`config.mk`:
```
export PLATFORM = sky130hd
export DESIGN_NAME = gift64_cell
export DESIGN_NICKNAME = d
export VERILOG_FILES = /design/src/rtl/core/gift64_pkg.sv /design/src/rtl/core/gift64_cell.sv
export SDC_FILE = /design/constraint.sdc
export NUM_CORES = 1
export LEC_CHECK = 0
export BUFFER_PORTS_ARGS = -buffer_cell sky130_fd_sc_hd__buf_4
export CORE_ASPECT_RATIO = 0.75
export CORE_MARGIN = 4
export CORE_UTILIZATION = 52
export DETAILED_ROUTE_END_ITERATION = 10
export PLACE_DENSITY = 0.83
export SLEW_MARGIN = 20
export SYNTH_ARGS = -nofsm -noshare
export SYNTH_HDL_FRONTEND = slang
export SYNTH_SLANG_ARGS = --single-unit
```
`constraint.sdc`:
```
create_clock -name clk -period 3.47 [get_ports clk]
set_input_delay 0.694 -clock clk [delete_from_list [all_inputs] [get_ports clk]]
set_output_delay 0.694 -clock clk [all_outputs]
set_load 0.05 [all_outputs]
```
`src/rtl/core/gift64_pkg.sv`:
```
// shared constants, types and round functions of the gift-64 cipher core
package gift64_pkg;

	localparam int BLOCK_W       = 64;
	localparam int KEY_W         = 128;
	localparam int RKEY_W        = 32;
	localparam int RC_W          = 6;
	localparam int ROUND_MAX     = 28;
	localparam int ROUND_DEFAULT = 28;

	// configuration register indexes
	typedef enum logic [0:0] {
		REG_KEY_LOW  = 1'b0,
		REG_KEY_HIGH = 1'b1
	} gift64_reg_t;

	// word passed from one round cell to the next
	typedef struct packed {
		logic               valid;
		logic               opcode;
		logic [BLOCK_W-1:0] data;
	} gift64_stage_t;

	localparam logic [3:0] SBOX_FWD [16] = '{
		4'h1, 4'ha, 4'h4, 4'hc, 4'h6, 4'hf, 4'h3, 4'h9,
		4'h2, 4'hd, 4'hb, 4'h7, 4'h5, 4'h0, 4'h8, 4'he
	};
	localparam logic [3:0] SBOX_INV [16] = '{
		4'hd, 4'h0, 4'h8, 4'h6, 4'h2, 4'hc, 4'h4, 4'hb,
		4'he, 4'h7, 4'h1, 4'ha, 4'h3, 4'h9, 4'hf, 4'h5
	};

	// destination of bit i under the forward bit permutation
	function automatic logic [5:0] perm_pos(input int i);
		int q;
		int r;
		q = i / 16;
		r = i % 16;
		return 6'(4 * q + 16 * ((3 * (r / 4) + (r % 4)) % 4) + (r % 4));
	endfunction

	function automatic logic [BLOCK_W-1:0] sub_fwd(input logic [BLOCK_W-1:0] x);
		logic [BLOCK_W-1:0] y;
		for (int i = 0; i < BLOCK_W / 4; i++) begin
			y[4*i +: 4] = SBOX_FWD[x[4*i +: 4]];
		end
		return y;
	endfunction

	function automatic logic [BLOCK_W-1:0] sub_inv(input logic [BLOCK_W-1:0] x);
		logic [BLOCK_W-1:0] y;
		for (int i = 0; i < BLOCK_W / 4; i++) begin
			y[4*i +: 4] = SBOX_INV[x[4*i +: 4]];
		end
		return y;
	endfunction

	function automatic logic [BLOCK_W-1:0] perm_fwd(input logic [BLOCK_W-1:0] x);
		logic [BLOCK_W-1:0] y;
		for (int i = 0; i < BLOCK_W; i++) begin
			y[perm_pos(i)] = x[i];
		end
		return y;
	endfunction

	function automatic logic [BLOCK_W-1:0] perm_inv(input logic [BLOCK_W-1:0] x);
		logic [BLOCK_W-1:0] y;
		for (int i = 0; i < BLOCK_W; i++) begin
			y[i] = x[perm_pos(i)];
		end
		return y;
	endfunction

	// round constant after idx+1 lfsr steps from zero
	function automatic logic [RC_W-1:0] round_const(input int idx);
		logic [RC_W-1:0] c;
		c = '0;
		for (int r = 0; r < ROUND_MAX; r++) begin
			if (r <= idx) begin
				c = {c[4:0], c[5] ^ c[4] ^ 1'b1};
			end
		end
		return c;
	endfunction

	// round key {u, v} of round idx, pure rewiring of the key
	function automatic logic [RKEY_W-1:0] round_key(input logic [KEY_W-1:0] key, input int idx);
		logic [63:0] lo;
		logic [63:0] hi;
		logic [15:0] k0;
		logic [15:0] k1;
		lo = key[63:0];
		hi = key[127:64];
		for (int r = 0; r < ROUND_MAX; r++) begin
			if (r < idx) begin
				k0 = lo[15:0];
				k1 = lo[31:16];
				lo = {hi[31:0], lo[63:32]};
				hi = {k1[1:0], k1[15:2], k0[11:0], k0[15:12], hi[63:32]};
			end
		end
		return lo[31:0];
	endfunction

	function automatic logic [BLOCK_W-1:0] add_round(input logic [BLOCK_W-1:0] x,
			input logic [RKEY_W-1:0] rk, input logic [RC_W-1:0] rc);
		logic [BLOCK_W-1:0] y;
		y = x;
		for (int i = 0; i < 16; i++) begin
			y[4*i+1] = y[4*i+1] ^ rk[16+i];
			y[4*i]   = y[4*i] ^ rk[i];
		end
		y[63] = ~y[63];
		y[23] = y[23] ^ rc[5];
		y[19] = y[19] ^ rc[4];
		y[15] = y[15] ^ rc[3];
		y[11] = y[11] ^ rc[2];
		y[7]  = y[7] ^ rc[1];
		y[3]  = y[3] ^ rc[0];
		return y;
	endfunction

endpackage

```
`src/rtl/core/gift64_cell.sv`:
```
// one registered gift-64 round, forward or inverse, in the round chain
module gift64_cell
	import gift64_pkg::*;
#(
	parameter int ROUND_COUNT = ROUND_DEFAULT,
	parameter int ROUND_IDX   = 0
) (
	input  logic              clk,
	input  logic              arst_n,
	input  logic [KEY_W-1:0]  key,
	input  gift64_stage_t     up_word,
	output logic              up_ready,
	output gift64_stage_t     dn_word,
	input  logic              dn_ready
);

	// inverse rounds run in reverse order along the chain
	localparam int DEC_IDX = ROUND_COUNT - 1 - ROUND_IDX;
	localparam logic [RC_W-1:0] RC_ENC = round_const(ROUND_IDX);
	localparam logic [RC_W-1:0] RC_DEC = round_const(DEC_IDX);

	logic                valid_q;
	logic                opcode_q;
	logic [BLOCK_W-1:0]  data_q;
	logic [RKEY_W-1:0]   rk_enc;
	logic [RKEY_W-1:0]   rk_dec;
	logic [BLOCK_W-1:0]  enc_res;
	logic [BLOCK_W-1:0]  dec_res;

	assign rk_enc  = round_key(key, ROUND_IDX);
	assign rk_dec  = round_key(key, DEC_IDX);
	assign enc_res = add_round(perm_fwd(sub_fwd(up_word.data)), rk_enc, RC_ENC);
	assign dec_res = sub_inv(perm_inv(add_round(up_word.data, rk_dec, RC_DEC)));

	assign up_ready = !valid_q || dn_ready;

	always_ff @(posedge clk or negedge arst_n) begin
		if (!arst_n) begin
			valid_q <= 1'b0;
		end else if (up_ready) begin
			valid_q <= up_word.valid;
		end
	end

	always_ff @(posedge clk) begin
		if (up_ready && up_word.valid) begin
			opcode_q <= up_word.opcode;
			data_q   <= up_word.opcode ? dec_res : enc_res;
		end
	end

	assign dn_word = '{valid: valid_q, opcode: opcode_q, data: data_q};

`ifndef SYNTHESIS
	a_hold: assert property (@(posedge clk) disable iff (!arst_n)
		valid_q && !dn_ready |=> valid_q && $stable(data_q) && $stable(opcode_q))
		else $error("stalled word changed in round cell");
	a_take: assert property (@(posedge clk) disable iff (!arst_n)
		up_word.valid && up_ready |=> valid_q)
		else $error("accepted word lost in round cell");
	a_drain: assert property (@(posedge clk) disable iff (!arst_n)
		valid_q && dn_ready && !up_word.valid |=> !valid_q)
		else $error("word repeated by round cell");
`endif

endmodule

```
==> results of run 1 <==
==> sequential cells by signal (all words and copies together), names as in the netlist <==
signal	cells
data_q	64
opcode_q	1
valid_q	1
==> cell families (layout without fill, tap and decap cells) <==
group	after synthesis	in the layout
XOR/XNOR	131	131
AND/OR/NAND/NOR	110	110
adder cells (fa/ha/maj)	78	78
buffers and inverters	146	317
flip-flops	66	66
AO/OA/AOI/OAI	164	164
multiplexers	102	102
==> power groups by stage <==
stage          Sequential [mW]  Combinational (mW)  Clock [mW]
2_1_floorplan             1.27               0.742           0
3_3_place_gp              1.03                1.40           0
3_5_place_dp              1.03                1.44           0
4_1_cts                   1.01                1.45       0.890
5_1_grt                   1.02                1.58       0.926
6_report                  1.01                1.45       0.874
==> metrics by stage <==
stage | utilization | power (mW) | std cells
global placement | 0.643 | 2.44 | 1129
finish | 0.663 | 3.34 | 1143
floorplan | - | 2.01 | 797
detailed placement | 0.643 | 2.47 | 1129
CTS | 0.663 | 3.36 | 1143
global route | 0.663 | 3.52 | 1143
==> cell usage in the layout, fill, tap and decap left out, types with 19 or more instances in the layout <==
master | Yosys | final
sky130_fd_sc_hd__buf_4 | 12 | 207
sky130_fd_sc_hd__xnor2_1 | 101 | 101
sky130_fd_sc_hd__inv_1 | 96 | 95
sky130_fd_sc_hd__o21ai_0 | 90 | 90
sky130_fd_sc_hd__ha_1 | 78 | 78
sky130_fd_sc_hd__nand2_1 | 74 | 74
sky130_fd_sc_hd__mux2i_1 | 67 | 67
sky130_fd_sc_hd__edfxtp_1 | 65 | 65
sky130_fd_sc_hd__o211ai_1 | 33 | 33
sky130_fd_sc_hd__xor2_1 | 28 | 28
sky130_fd_sc_hd__mux2_2 | 24 | 24
sky130_fd_sc_hd__a21oi_1 | 19 | 19
==> synth_stat cells, types with 2 or more instances <==
master	instances
sky130_fd_sc_hd__mux2i_1	67
sky130_fd_sc_hd__inv_1	96
sky130_fd_sc_hd__ha_1	78
sky130_fd_sc_hd__a2bb2oi_1	2
sky130_fd_sc_hd__o221ai_1	4
sky130_fd_sc_hd__nand2b_1	2
sky130_fd_sc_hd__nor2b_1	6
sky130_fd_sc_hd__a21oi_1	19
sky130_fd_sc_hd__buf_2	25
sky130_fd_sc_hd__xnor2_1	101
sky130_fd_sc_hd__a211oi_1	2
sky130_fd_sc_hd__and2_1	2
sky130_fd_sc_hd__a211o_1	2
sky130_fd_sc_hd__mux4_2	11
sky130_fd_sc_hd__nand3b_1	6
sky130_fd_sc_hd__xor2_1	28
sky130_fd_sc_hd__nand2_1	74
sky130_fd_sc_hd__clkbuf_1	11
sky130_fd_sc_hd__mux2_2	24
sky130_fd_sc_hd__edfxtp_1	65
sky130_fd_sc_hd__o22ai_1	2
sky130_fd_sc_hd__o21ai_0	90
sky130_fd_sc_hd__buf_4	12
sky130_fd_sc_hd__o211ai_1	33
sky130_fd_sc_hd__nor2_1	17
==> path summary, 6_finish.rpt <==
path                                   from          to  slack (ns)  cells past startpoint
worst min-delay path                 arst_n     valid_q        0.13                      1
max in group asynchronous            arst_n     valid_q        3.26                      1
worst max register to register      valid_q  data_q[61]        1.71                      3
worst min register to register      valid_q     valid_q        0.55                      2
worst max-delay path            up_word[61]  data_q[57]        1.15                      7
min in group clk                    valid_q     valid_q        0.55                      2
==> layer usage <==
metal | up-vias | global-route usage
met4 | 0 | 0.0658
met5 | - | 0
met3 | 26 | 0.0417
met2 | 278 | 0.406
met1 | 3012 | 0.348
li1 | 3065 | -
==> final cells by class <==
cell class,count,area [sq um]
Timing Repair Buffer,207,1550
Tap cell,175,219
Clock inverter,5,47.5
Sequential cell,66,1980
Multi-Input combinational cell,585,4770
Clock buffer,9,225
Inverter,96,360
Fill cell,1125,4650
==> results.py, run 1 <==
metrics = {
    "critical_path": {
        "required_ns": 3.51,
        "timing.critical_path.max_delay_family": "multiplexers",
        "cp_slowest_stage_delay_ns": 0.47,
        "timing_worst_setup_path_type": "input port to flip-flop",
        "crit_path_start_kind": "input port",
        "critPathCaptureType": "flip-flop",
        "max_fo_critical_path": 6,
        "data_arrival_time_of_the_critical_path_ns": 2.36,
        "timing.critical_path.buf_inv": 2,
        "crit_chain": "buf_4 > xnor2_1 > inv_1 > ha_1 > mux4_2 > nor2_1 > a21oi_1",
        "worst_path_max_delay_cell": "sky130_fd_sc_hd__mux4_2",
    },
    "timing": {
        "finalHoldWorstSlack_ns": 0.128,
        "rsz_0062_raised_after_global_routing": "no",
        "fmaxAchievable_ghz": 0.431,
        "transition_time_at_the_pin_with_the_least_slew_margin_ns": 0.895,
        "final_critical_path_setup_slack_ns": 1.15,
        "max_slew_headroom": 0.403,
        "finalWorstPathRequiredPeriod_ns": 2.32,
        "worst_setup_skew_after_layout_ns": 0.00572,
        "timing.setup.tns_ns": 0,
        "final-max-slew-violation-count": 0,
        "final_min_period_over_clock_period": 0.669,
        "setup_viol_count_final": 0,
        "final_hold_viol_count": 0,
    },
    "die": {
        "chipWidth_microns": 146,
        "initial_utilization": 0.534,
        "placement_rows": 37,
        "die-area_sq_mm": 0.0162,
        "design.core.area_sq_mm": 0.0138,
        "die_h_microns": 111,
        "io-pin-count": 264,
    },
    "global_route": {
        "largest_net_degree_at_the_start_of_global_routing": 49,
        "first_global_vias": 6214,
        "globalRoute.totalOverflow": 0,
        "antenna_found_initial": 0,
        "grt_pass1_wl_mm": 32.4,
        "track_usage": 0.250,
    },
    "clock_tree": {
        "clock_tree.root_cell": "sky130_fd_sc_hd__clkbuf_16",
        "ctsLongestPathBuffers": 2,
        "cts_hold_buf": 0,
        "number_of_buffers_added_for_setup_after_cts": 0,
        "clock-sinks": 66,
        "post_cts.resized_instances": 0,
        "cts_made_buffers": 9,
        "clock_insertion_delay_worst_skew_ns": 0.33,
        "clock_tree_from_tritoncts": "yes",
        "cts_htree_levels": 3,
        "cts.reportedPaths.clkPinSlew_ns": 0.06,
    },
    "logic_synthesis": {
        "synth.mux.area_fraction": 0.161,
        "syn-num-nets": 1072,
        "synthesis.area_sq_mm": 0.00737,
        "synth-main-ff-cell": "sky130_fd_sc_hd__edfxtp_1",
        "ys_seq_area_frac": 0.268,
        "yosys_warnings": 0,
        "postSynthRegisterBits": 66,
        "yosys.area_share.adder": 0.132,
        "synth_compound_area_frac": 0.132,
        "ys_top_cells_by_area": "sky130_fd_sc_hd__edfxtp_1, sky130_fd_sc_hd__ha_1, sky130_fd_sc_hd__xnor2_1, sky130_fd_sc_hd__mux2i_1, sky130_fd_sc_hd__o21ai_0",
        "yosys.area.top_type_share": 0.265,
        "netlist.top_cell.by_area": "sky130_fd_sc_hd__edfxtp_1",
        "area_share_of_xor_xnor_cells_in_the_synthesized_design": 0.158,
        "synthesis.area_per_instance_sq_um": 9.25,
        "ys_types": 43,
        "synth_top_family_by_area": "multiplexers",
        "synthSimpleGateAreaFrac": 0.0633,
        "synthesis.instances": 797,
        "ys_async_sr_fraction": 0.0152,
        "post_synth_edffs": 65,
    },
    "drt": {
        "drt-wirelength-per-cell_microns": 18.1,
        "dr_total_vias": 6381,
        "wl_met2_mm": 9.67,
        "wl_mm": 20.7,
        "detail_route.iter0.violations": 542,
        "detail_route.vias_per_cell": 5.58,
        "maxUsedRoutingLayer": "met4",
        "wl_met3_mm": 1.54,
        "detail_route.drc_violations": 0,
        "detailed_route_wire_length_on_metal_1_mm": 9.00,
        "post_detailed_route_count_of_antenna_violating_nets": 0,
        "detail_route.first_pass.iterations": 5,
    },
    "power": {
        "total_leakage_power_nw": 4.17,
        "power_switching_mw": 1.23,
        "p_per_area_mw_per_mm2": 365,
        "share_clk_of_total_power": 0.262,
        "part_of_the_total_power_dissipated_in_combinational_logic": 0.435,
        "switching_share": 0.368,
        "p_int_mw": 2.11,
        "sequential_cell_fraction_of_total_power": 0.304,
        "max-vdd-ir-drop_v": 0.000179,
    },
    "job": {
        "drv.max_cap_violation_count": 0,
    },
    "layout": {
        "design_area_sq_mm": 0.00915,
        "final_antenna_diode_count": 0,
        "drive_above_1_share": 0.269,
        "area_delta_synth_final_pct": 24.1,
        "fin_nets": 1240,
    },
    "place": {
        "routabilityCongestion": 0.917,
        "placement.io_buffers": 199,
        "dpl_ws_ns": 0.853,
        "hpwlAfterDp_mm": 16.4,
        "placedInstanceArea_sq_mm": 0.00888,
    },
    "status": {
        "status": "finished, final reports clean",
    },
    "min_path": {
        "hold_class": "input port to async pin",
    },
}
(Power assumes the default switching activity.)
==> run 2: changes to the inputs <==
- clock period: 3.47 -> 2.4 ns (I/O delays scaled with it)
==> run 2 against run 1 <==
  * Clock power grew 48%
  * Sequential power grew 46%
  * Die area is the same
  * Hold slack gained 0.23 ns
  * Cell count grew 0.87%
  * Design area grew 1.2%
  * Via count shrank 1.4%
  * Combinational power grew 47%
  * First-iteration DRC count shrank 18%
  * Count of clock-buffer cells in the layout grew 3
  * Non-clock buffer count grew 8
==> results.py, run 2 (synthesis results as in run 1) <==
metrics = {
    "status": {
        "status": "finished, final reports clean",
    },
    "die": {
        "initial_utilization": 0.534,
        "chipWidth_microns": 146,
        "die_h_microns": 111,
        "die-area_sq_mm": 0.0162,
        "placement_rows": 37,
        "design.core.area_sq_mm": 0.0138,
        "io-pin-count": 264,
    },
    "timing": {
        "final_hold_viol_count": 0,
        "setup_viol_count_final": 0,
        "rsz_0062_raised_after_global_routing": "no",
        "final-max-slew-violation-count": 0,
        "final_critical_path_setup_slack_ns": 0.382,
        "worst_setup_skew_after_layout_ns": 0.00579,
        "final_min_period_over_clock_period": 0.841,
        "fmaxAchievable_ghz": 0.496,
        "finalWorstPathRequiredPeriod_ns": 2.02,
        "max_slew_headroom": 0.648,
        "finalHoldWorstSlack_ns": 0.353,
        "transition_time_at_the_pin_with_the_least_slew_margin_ns": 0.524,
        "timing.setup.tns_ns": 0,
    },
    "global_route": {
        "largest_net_degree_at_the_start_of_global_routing": 66,
        "antenna_found_initial": 1,
        "track_usage": 0.248,
        "first_global_vias": 6087,
        "grt_pass1_wl_mm": 31.9,
        "globalRoute.totalOverflow": 0,
    },
    "layout": {
        "final_antenna_diode_count": 0,
        "finalNonFillerCells": 1153,
        "drive_above_1_share": 0.272,
        "design_area_sq_mm": 0.00926,
        "fin_nets": 1248,
        "biggestRegsByFlops": "data_q x64, opcode_q x1, valid_q x1",
        "postLayoutCoreUtil": 0.671,
        "mostFrequentLayoutCells": "sky130_fd_sc_hd__buf_4, sky130_fd_sc_hd__xnor2_1, sky130_fd_sc_hd__inv_1",
        "area_delta_synth_final_pct": 25.5,
        "largest_register": "data_q",
        "largest_register_ffs": 64,
        "layout_commonest_cell": "sky130_fd_sc_hd__buf_4",
    },
    "power": {
        "share_clk_of_total_power": 0.263,
        "sequential_cell_fraction_of_total_power": 0.300,
        "total_power_mw": 4.89,
        "p_int_mw": 3.10,
        "max-vdd-ir-drop_v": 0.000312,
        "total_leakage_power_nw": 4.22,
        "part_of_the_total_power_dissipated_in_combinational_logic": 0.437,
        "power_switching_mw": 1.79,
        "p_per_area_mw_per_mm2": 528,
        "switching_share": 0.366,
    },
    "drt": {
        "detail_route.first_pass.iterations": 5,
        "detail_route.vias_per_cell": 5.45,
        "post_detailed_route_count_of_antenna_violating_nets": 0,
        "detail_route.drc_violations": 0,
        "wl_mm": 20.5,
        "dr_total_vias": 6289,
        "detail_route.iter0.violations": 444,
        "drt-wirelength-per-cell_microns": 17.7,
    },
    "critical_path": {
        "data_arrival_time_of_the_critical_path_ns": 2.09,
        "timing_worst_setup_path_type": "input port to flip-flop",
        "required_ns": 2.48,
        "crit_chain": "buf_4 > xnor2_1 > inv_1 > ha_1 > mux4_2 > nor2_1 > a21oi_1",
        "critPathCaptureType": "flip-flop",
        "crit_path_start_kind": "input port",
        "cp_slowest_stage_delay_ns": 0.46,
        "worst_path_max_delay_cell": "sky130_fd_sc_hd__mux4_2",
        "max_fo_critical_path": 6,
    },
    "clock_tree": {
        "post_cts.resized_instances": 0,
        "cts.reportedPaths.clkPinSlew_ns": 0.05,
        "cts_made_buffers": 9,
        "number_of_buffers_added_for_setup_after_cts": 0,
        "clock_insertion_delay_worst_skew_ns": 0.33,
        "cts_hold_buf": 1,
        "clock-sinks": 66,
        "clock_tree_from_tritoncts": "yes",
        "cts_htree_levels": 3,
        "clock_tree.root_cell": "sky130_fd_sc_hd__clkbuf_16",
        "ctsLongestPathBuffers": 2,
    },
    "place": {
        "placedInstanceArea_sq_mm": 0.00897,
        "place_inst": 1136,
        "dpl_ws_ns": 0.0452,
        "routabilityCongestion": 0.899,
        "hpwlAfterDp_mm": 16.2,
        "placement.io_buffers": 199,
    },
    "job": {
        "drv.max_cap_violation_count": 0,
    },
    "min_path": {
        "hold_class": "input port to flip-flop",
    },
}
[run 2: cell types whose count changed in the layout (fill, tap and decap cells not counted)]
cell                            before  now
sky130_fd_sc_hd__buf_4             207  211
sky130_fd_sc_hd__clkbuf_1            0    3
sky130_fd_sc_hd__dlygate4sd3_1       0    1
sky130_fd_sc_hd__buf_12              0    3
sky130_fd_sc_hd__clkinv_2            2    1
[run 2: layout make-up]
cell class	count	area (sq um)
clock buffers	12	236
clock inverters	4	42.5
fillers	1093	4540
inverters	96	360
multi-input cells	585	4770
flip-flops and latches	66	1980
well taps	175	219
repair buffers	215	1650
[run 2: power groups by stage]
stage	Sequential [mW]	Clock [mW]	Combinational [mW]
after detailed placement	1.49	0	2.12
after global routing	1.48	1.36	2.32
after floorplan	1.84	0	1.07
after global placement	1.49	0	2.07
final	1.47	1.29	2.13
after CTS	1.47	1.31	2.14
[run 2: worst max-delay path, delay by kind of cell]
| family | cells | cell delay (ns) |
|---|---|---|
| adder cells (fa/ha/maj) | 1 | 0.36 |
| XOR/XNOR | 1 | 0.34 |
| multiplexers | 1 | 0.46 |
| AND/OR/NAND/NOR | 1 | 0.13 |
| AO/OA/AOI/OAI | 1 | 0.06 |
| buffers and inverters | 2 | 0.27 |
[run 2: path summary, 6_finish.rpt]
| path | startpoint | cells past startpoint | slack (ns) | end |
|---|---|---|---|---|
| min reg2reg | valid_q | 2 | 0.54 | valid_q |
| max | up_word[61] | 7 | 0.38 | data_q[57] |
| min in group asynchronous | arst_n | 2 | 0.47 | valid_q |
| max reg2reg | valid_q | 3 | 1.02 | data_q[26] |
| min | up_word[65] | 2 | 0.35 | valid_q |
| max in group asynchronous | arst_n | 2 | 1.85 | valid_q |
[run 2: metal layers]
layer  global-route usage  up-vias  wire [microns]
li1                     -     3074               -
met1                0.341     2926            8870
met2                0.389      250            9440
met3               0.0564       37            1610
met4               0.0759        2             522
met5                    0        -              20
==> run 3: changes to the inputs <==
- clock period: 2.4 -> 2.07 ns (I/O delays scaled with it)
==> run 3 against run 2 <==
  * Hold slack got worse by 0.069 ns
  * Via count up 3.6%
  * Worst setup slack lost 0.21 ns
  * Largest cell class unchanged
  * Non-clock buffer count up 49
==> results.py, run 3 (synthesis results as in run 1) <==
metrics = {
    "status": {
        "status": "finished, final reports clean",
    },
    "die": {
        "design.core.area_sq_mm": 0.0138,
        "die-area_sq_mm": 0.0162,
        "die_h_microns": 111,
        "initial_utilization": 0.534,
        "chipWidth_microns": 146,
        "placement_rows": 37,
        "io-pin-count": 264,
    },
    "power": {
        "power_switching_mw": 2.14,
        "sequential_cell_fraction_of_total_power": 0.298,
        "switching_share": 0.374,
        "total_leakage_power_nw": 4.45,
        "part_of_the_total_power_dissipated_in_combinational_logic": 0.457,
        "p_per_area_mw_per_mm2": 594,
        "max-vdd-ir-drop_v": 0.000354,
        "p_int_mw": 3.58,
        "total_power_mw": 5.72,
        "share_clk_of_total_power": 0.245,
    },
    "place": {
        "placedInstanceArea_sq_mm": 0.00935,
        "place_inst": 1185,
        "placement.io_buffers": 199,
        "routabilityCongestion": 0.863,
        "hpwlAfterDp_mm": 16.8,
        "dpl_ws_ns": -0.219,
    },
    "timing": {
        "transition_time_at_the_pin_with_the_least_slew_margin_ns": 0.439,
        "worst_setup_skew_after_layout_ns": 0.00651,
        "fmaxAchievable_ghz": 0.526,
        "finalHoldWorstSlack_ns": 0.283,
        "final-max-slew-violation-count": 0,
        "final_critical_path_setup_slack_ns": 0.169,
        "max_slew_headroom": 0.705,
        "rsz_0062_raised_after_global_routing": "no",
        "timing.setup.tns_ns": 0,
        "final_hold_viol_count": 0,
        "final_min_period_over_clock_period": 0.918,
        "finalWorstPathRequiredPeriod_ns": 1.90,
        "setup_viol_count_final": 0,
    },
    "layout": {
        "design_area_sq_mm": 0.00963,
        "final_antenna_diode_count": 0,
        "drive_above_1_share": 0.309,
        "layout_commonest_cell": "sky130_fd_sc_hd__buf_4",
        "fin_nets": 1297,
        "postLayoutCoreUtil": 0.698,
        "finalNonFillerCells": 1202,
        "largest_register_ffs": 64,
        "mostFrequentLayoutCells": "sky130_fd_sc_hd__buf_4, sky130_fd_sc_hd__xnor2_1, sky130_fd_sc_hd__inv_1",
        "largest_register": "data_q",
        "biggestRegsByFlops": "data_q x64, opcode_q x1, valid_q x1",
        "area_delta_synth_final_pct": 30.6,
    },
    "job": {
        "drv.max_cap_violation_count": 0,
    },
    "drt": {
        "wl_mm": 21.3,
        "drt-wirelength-per-cell_microns": 17.7,
        "detail_route.iter0.violations": 482,
        "detail_route.vias_per_cell": 5.42,
        "detail_route.first_pass.iterations": 4,
        "detail_route.drc_violations": 0,
        "post_detailed_route_count_of_antenna_violating_nets": 0,
        "dr_total_vias": 6516,
    },
    "critical_path": {
        "timing.critical_path.max_delay_family": "multiplexers",
        "required_ns": 2.14,
        "crit_chain": "buf_4 > xnor2_1 > ha_1 > mux4_2 > nand2_1 > o21ai_0",
        "worst_path_max_delay_cell": "sky130_fd_sc_hd__mux4_2",
        "cp_slowest_stage_delay_ns": 0.52,
        "max_fo_critical_path": 4,
        "timing.critical_path.buf_inv": 1,
        "critPathCaptureType": "flip-flop",
        "crit_path_start_kind": "input port",
        "startpoint_of_the_most_critical_setup_path": "up_word[16]",
        "regToRegStartpoint": "valid_q",
        "timing_worst_setup_path_type": "input port to flip-flop",
        "data_arrival_time_of_the_critical_path_ns": 1.97,
    },
    "min_path": {
        "worst_hold_startpoint": "up_word[65]",
        "hold_class": "input port to flip-flop",
    },
    "global_route": {
        "grt_pass1_wl_mm": 33.4,
        "track_usage": 0.258,
        "globalRoute.totalOverflow": 0,
        "largest_net_degree_at_the_start_of_global_routing": 66,
        "antenna_found_initial": 1,
        "first_global_vias": 6367,
    },
    "clock_tree": {
        "cts.reportedPaths.clkPinSlew_ns": 0.06,
        "clock_tree.root_cell": "sky130_fd_sc_hd__clkbuf_16",
        "clock_tree_from_tritoncts": "yes",
        "number_of_buffers_added_for_setup_after_cts": 0,
        "ctsLongestPathBuffers": 2,
        "clock-sinks": 66,
        "clock_insertion_delay_worst_skew_ns": 0.33,
        "cts_htree_levels": 3,
        "cts_made_buffers": 9,
    },
}
run 3: worst register-to-register path, cell delays in order, from the launching register on:
cell                       delay [ns]
sky130_fd_sc_hd__dfrtp_1         0.37
sky130_fd_sc_hd__nand2b_1        0.12
sky130_fd_sc_hd__and2_4          0.17
sky130_fd_sc_hd__buf_12          0.30
run 3: final cells by class:
cell class,count,area [sq um]
multi-input cells,585,4770
flip-flops and latches,66,1980
clock buffers,11,233
fillers,1099,4170
well taps,175,219
repair buffers,264,2030
inverters,96,360
clock inverters,5,31.3
run 3: path summary, 6_finish.rpt:
check / endpoint / slack [ns] / depth (start not counted)
min: valid_q / 0.28 / 2
min reg2reg: valid_q / 0.54 / 2
max: data_q[13] / 0.17 / 6
max in group asynchronous: valid_q / 1.59 / 2
max reg2reg: data_q[31] / 0.68 / 3
min in group asynchronous: valid_q / 0.40 / 2
run 3: power by group through the flow:
stage | clock, mW | sequential (mW) | combinational [mW]
final | 1.40 | 1.70 | 2.61
after global routing | 1.48 | 1.71 | 2.83
after CTS | 1.42 | 1.70 | 2.61
after detailed placement | 0 | 1.73 | 2.60
after global placement | 0 | 1.73 | 2.52
after floorplan | 0 | 2.13 | 1.24
run 3: routing by layer:
metal / GRT usage / vias to the layer above / wire [microns]
met5: 0 / - / 7
met3: 0.0511 / 38 / 1400
li1: - / 3170 / -
met4: 0.0702 / 2 / 507
met1: 0.351 / 3049 / 9470
met2: 0.420 / 257 / 9880
run 3: repair_timing:
item | in CTS | in global routing
setup endpoints to repair | 0 | 1
hold buffers | 1 | 0
endpoints found under the hold margin | 1 | 0
resized for setup | 0 | 1
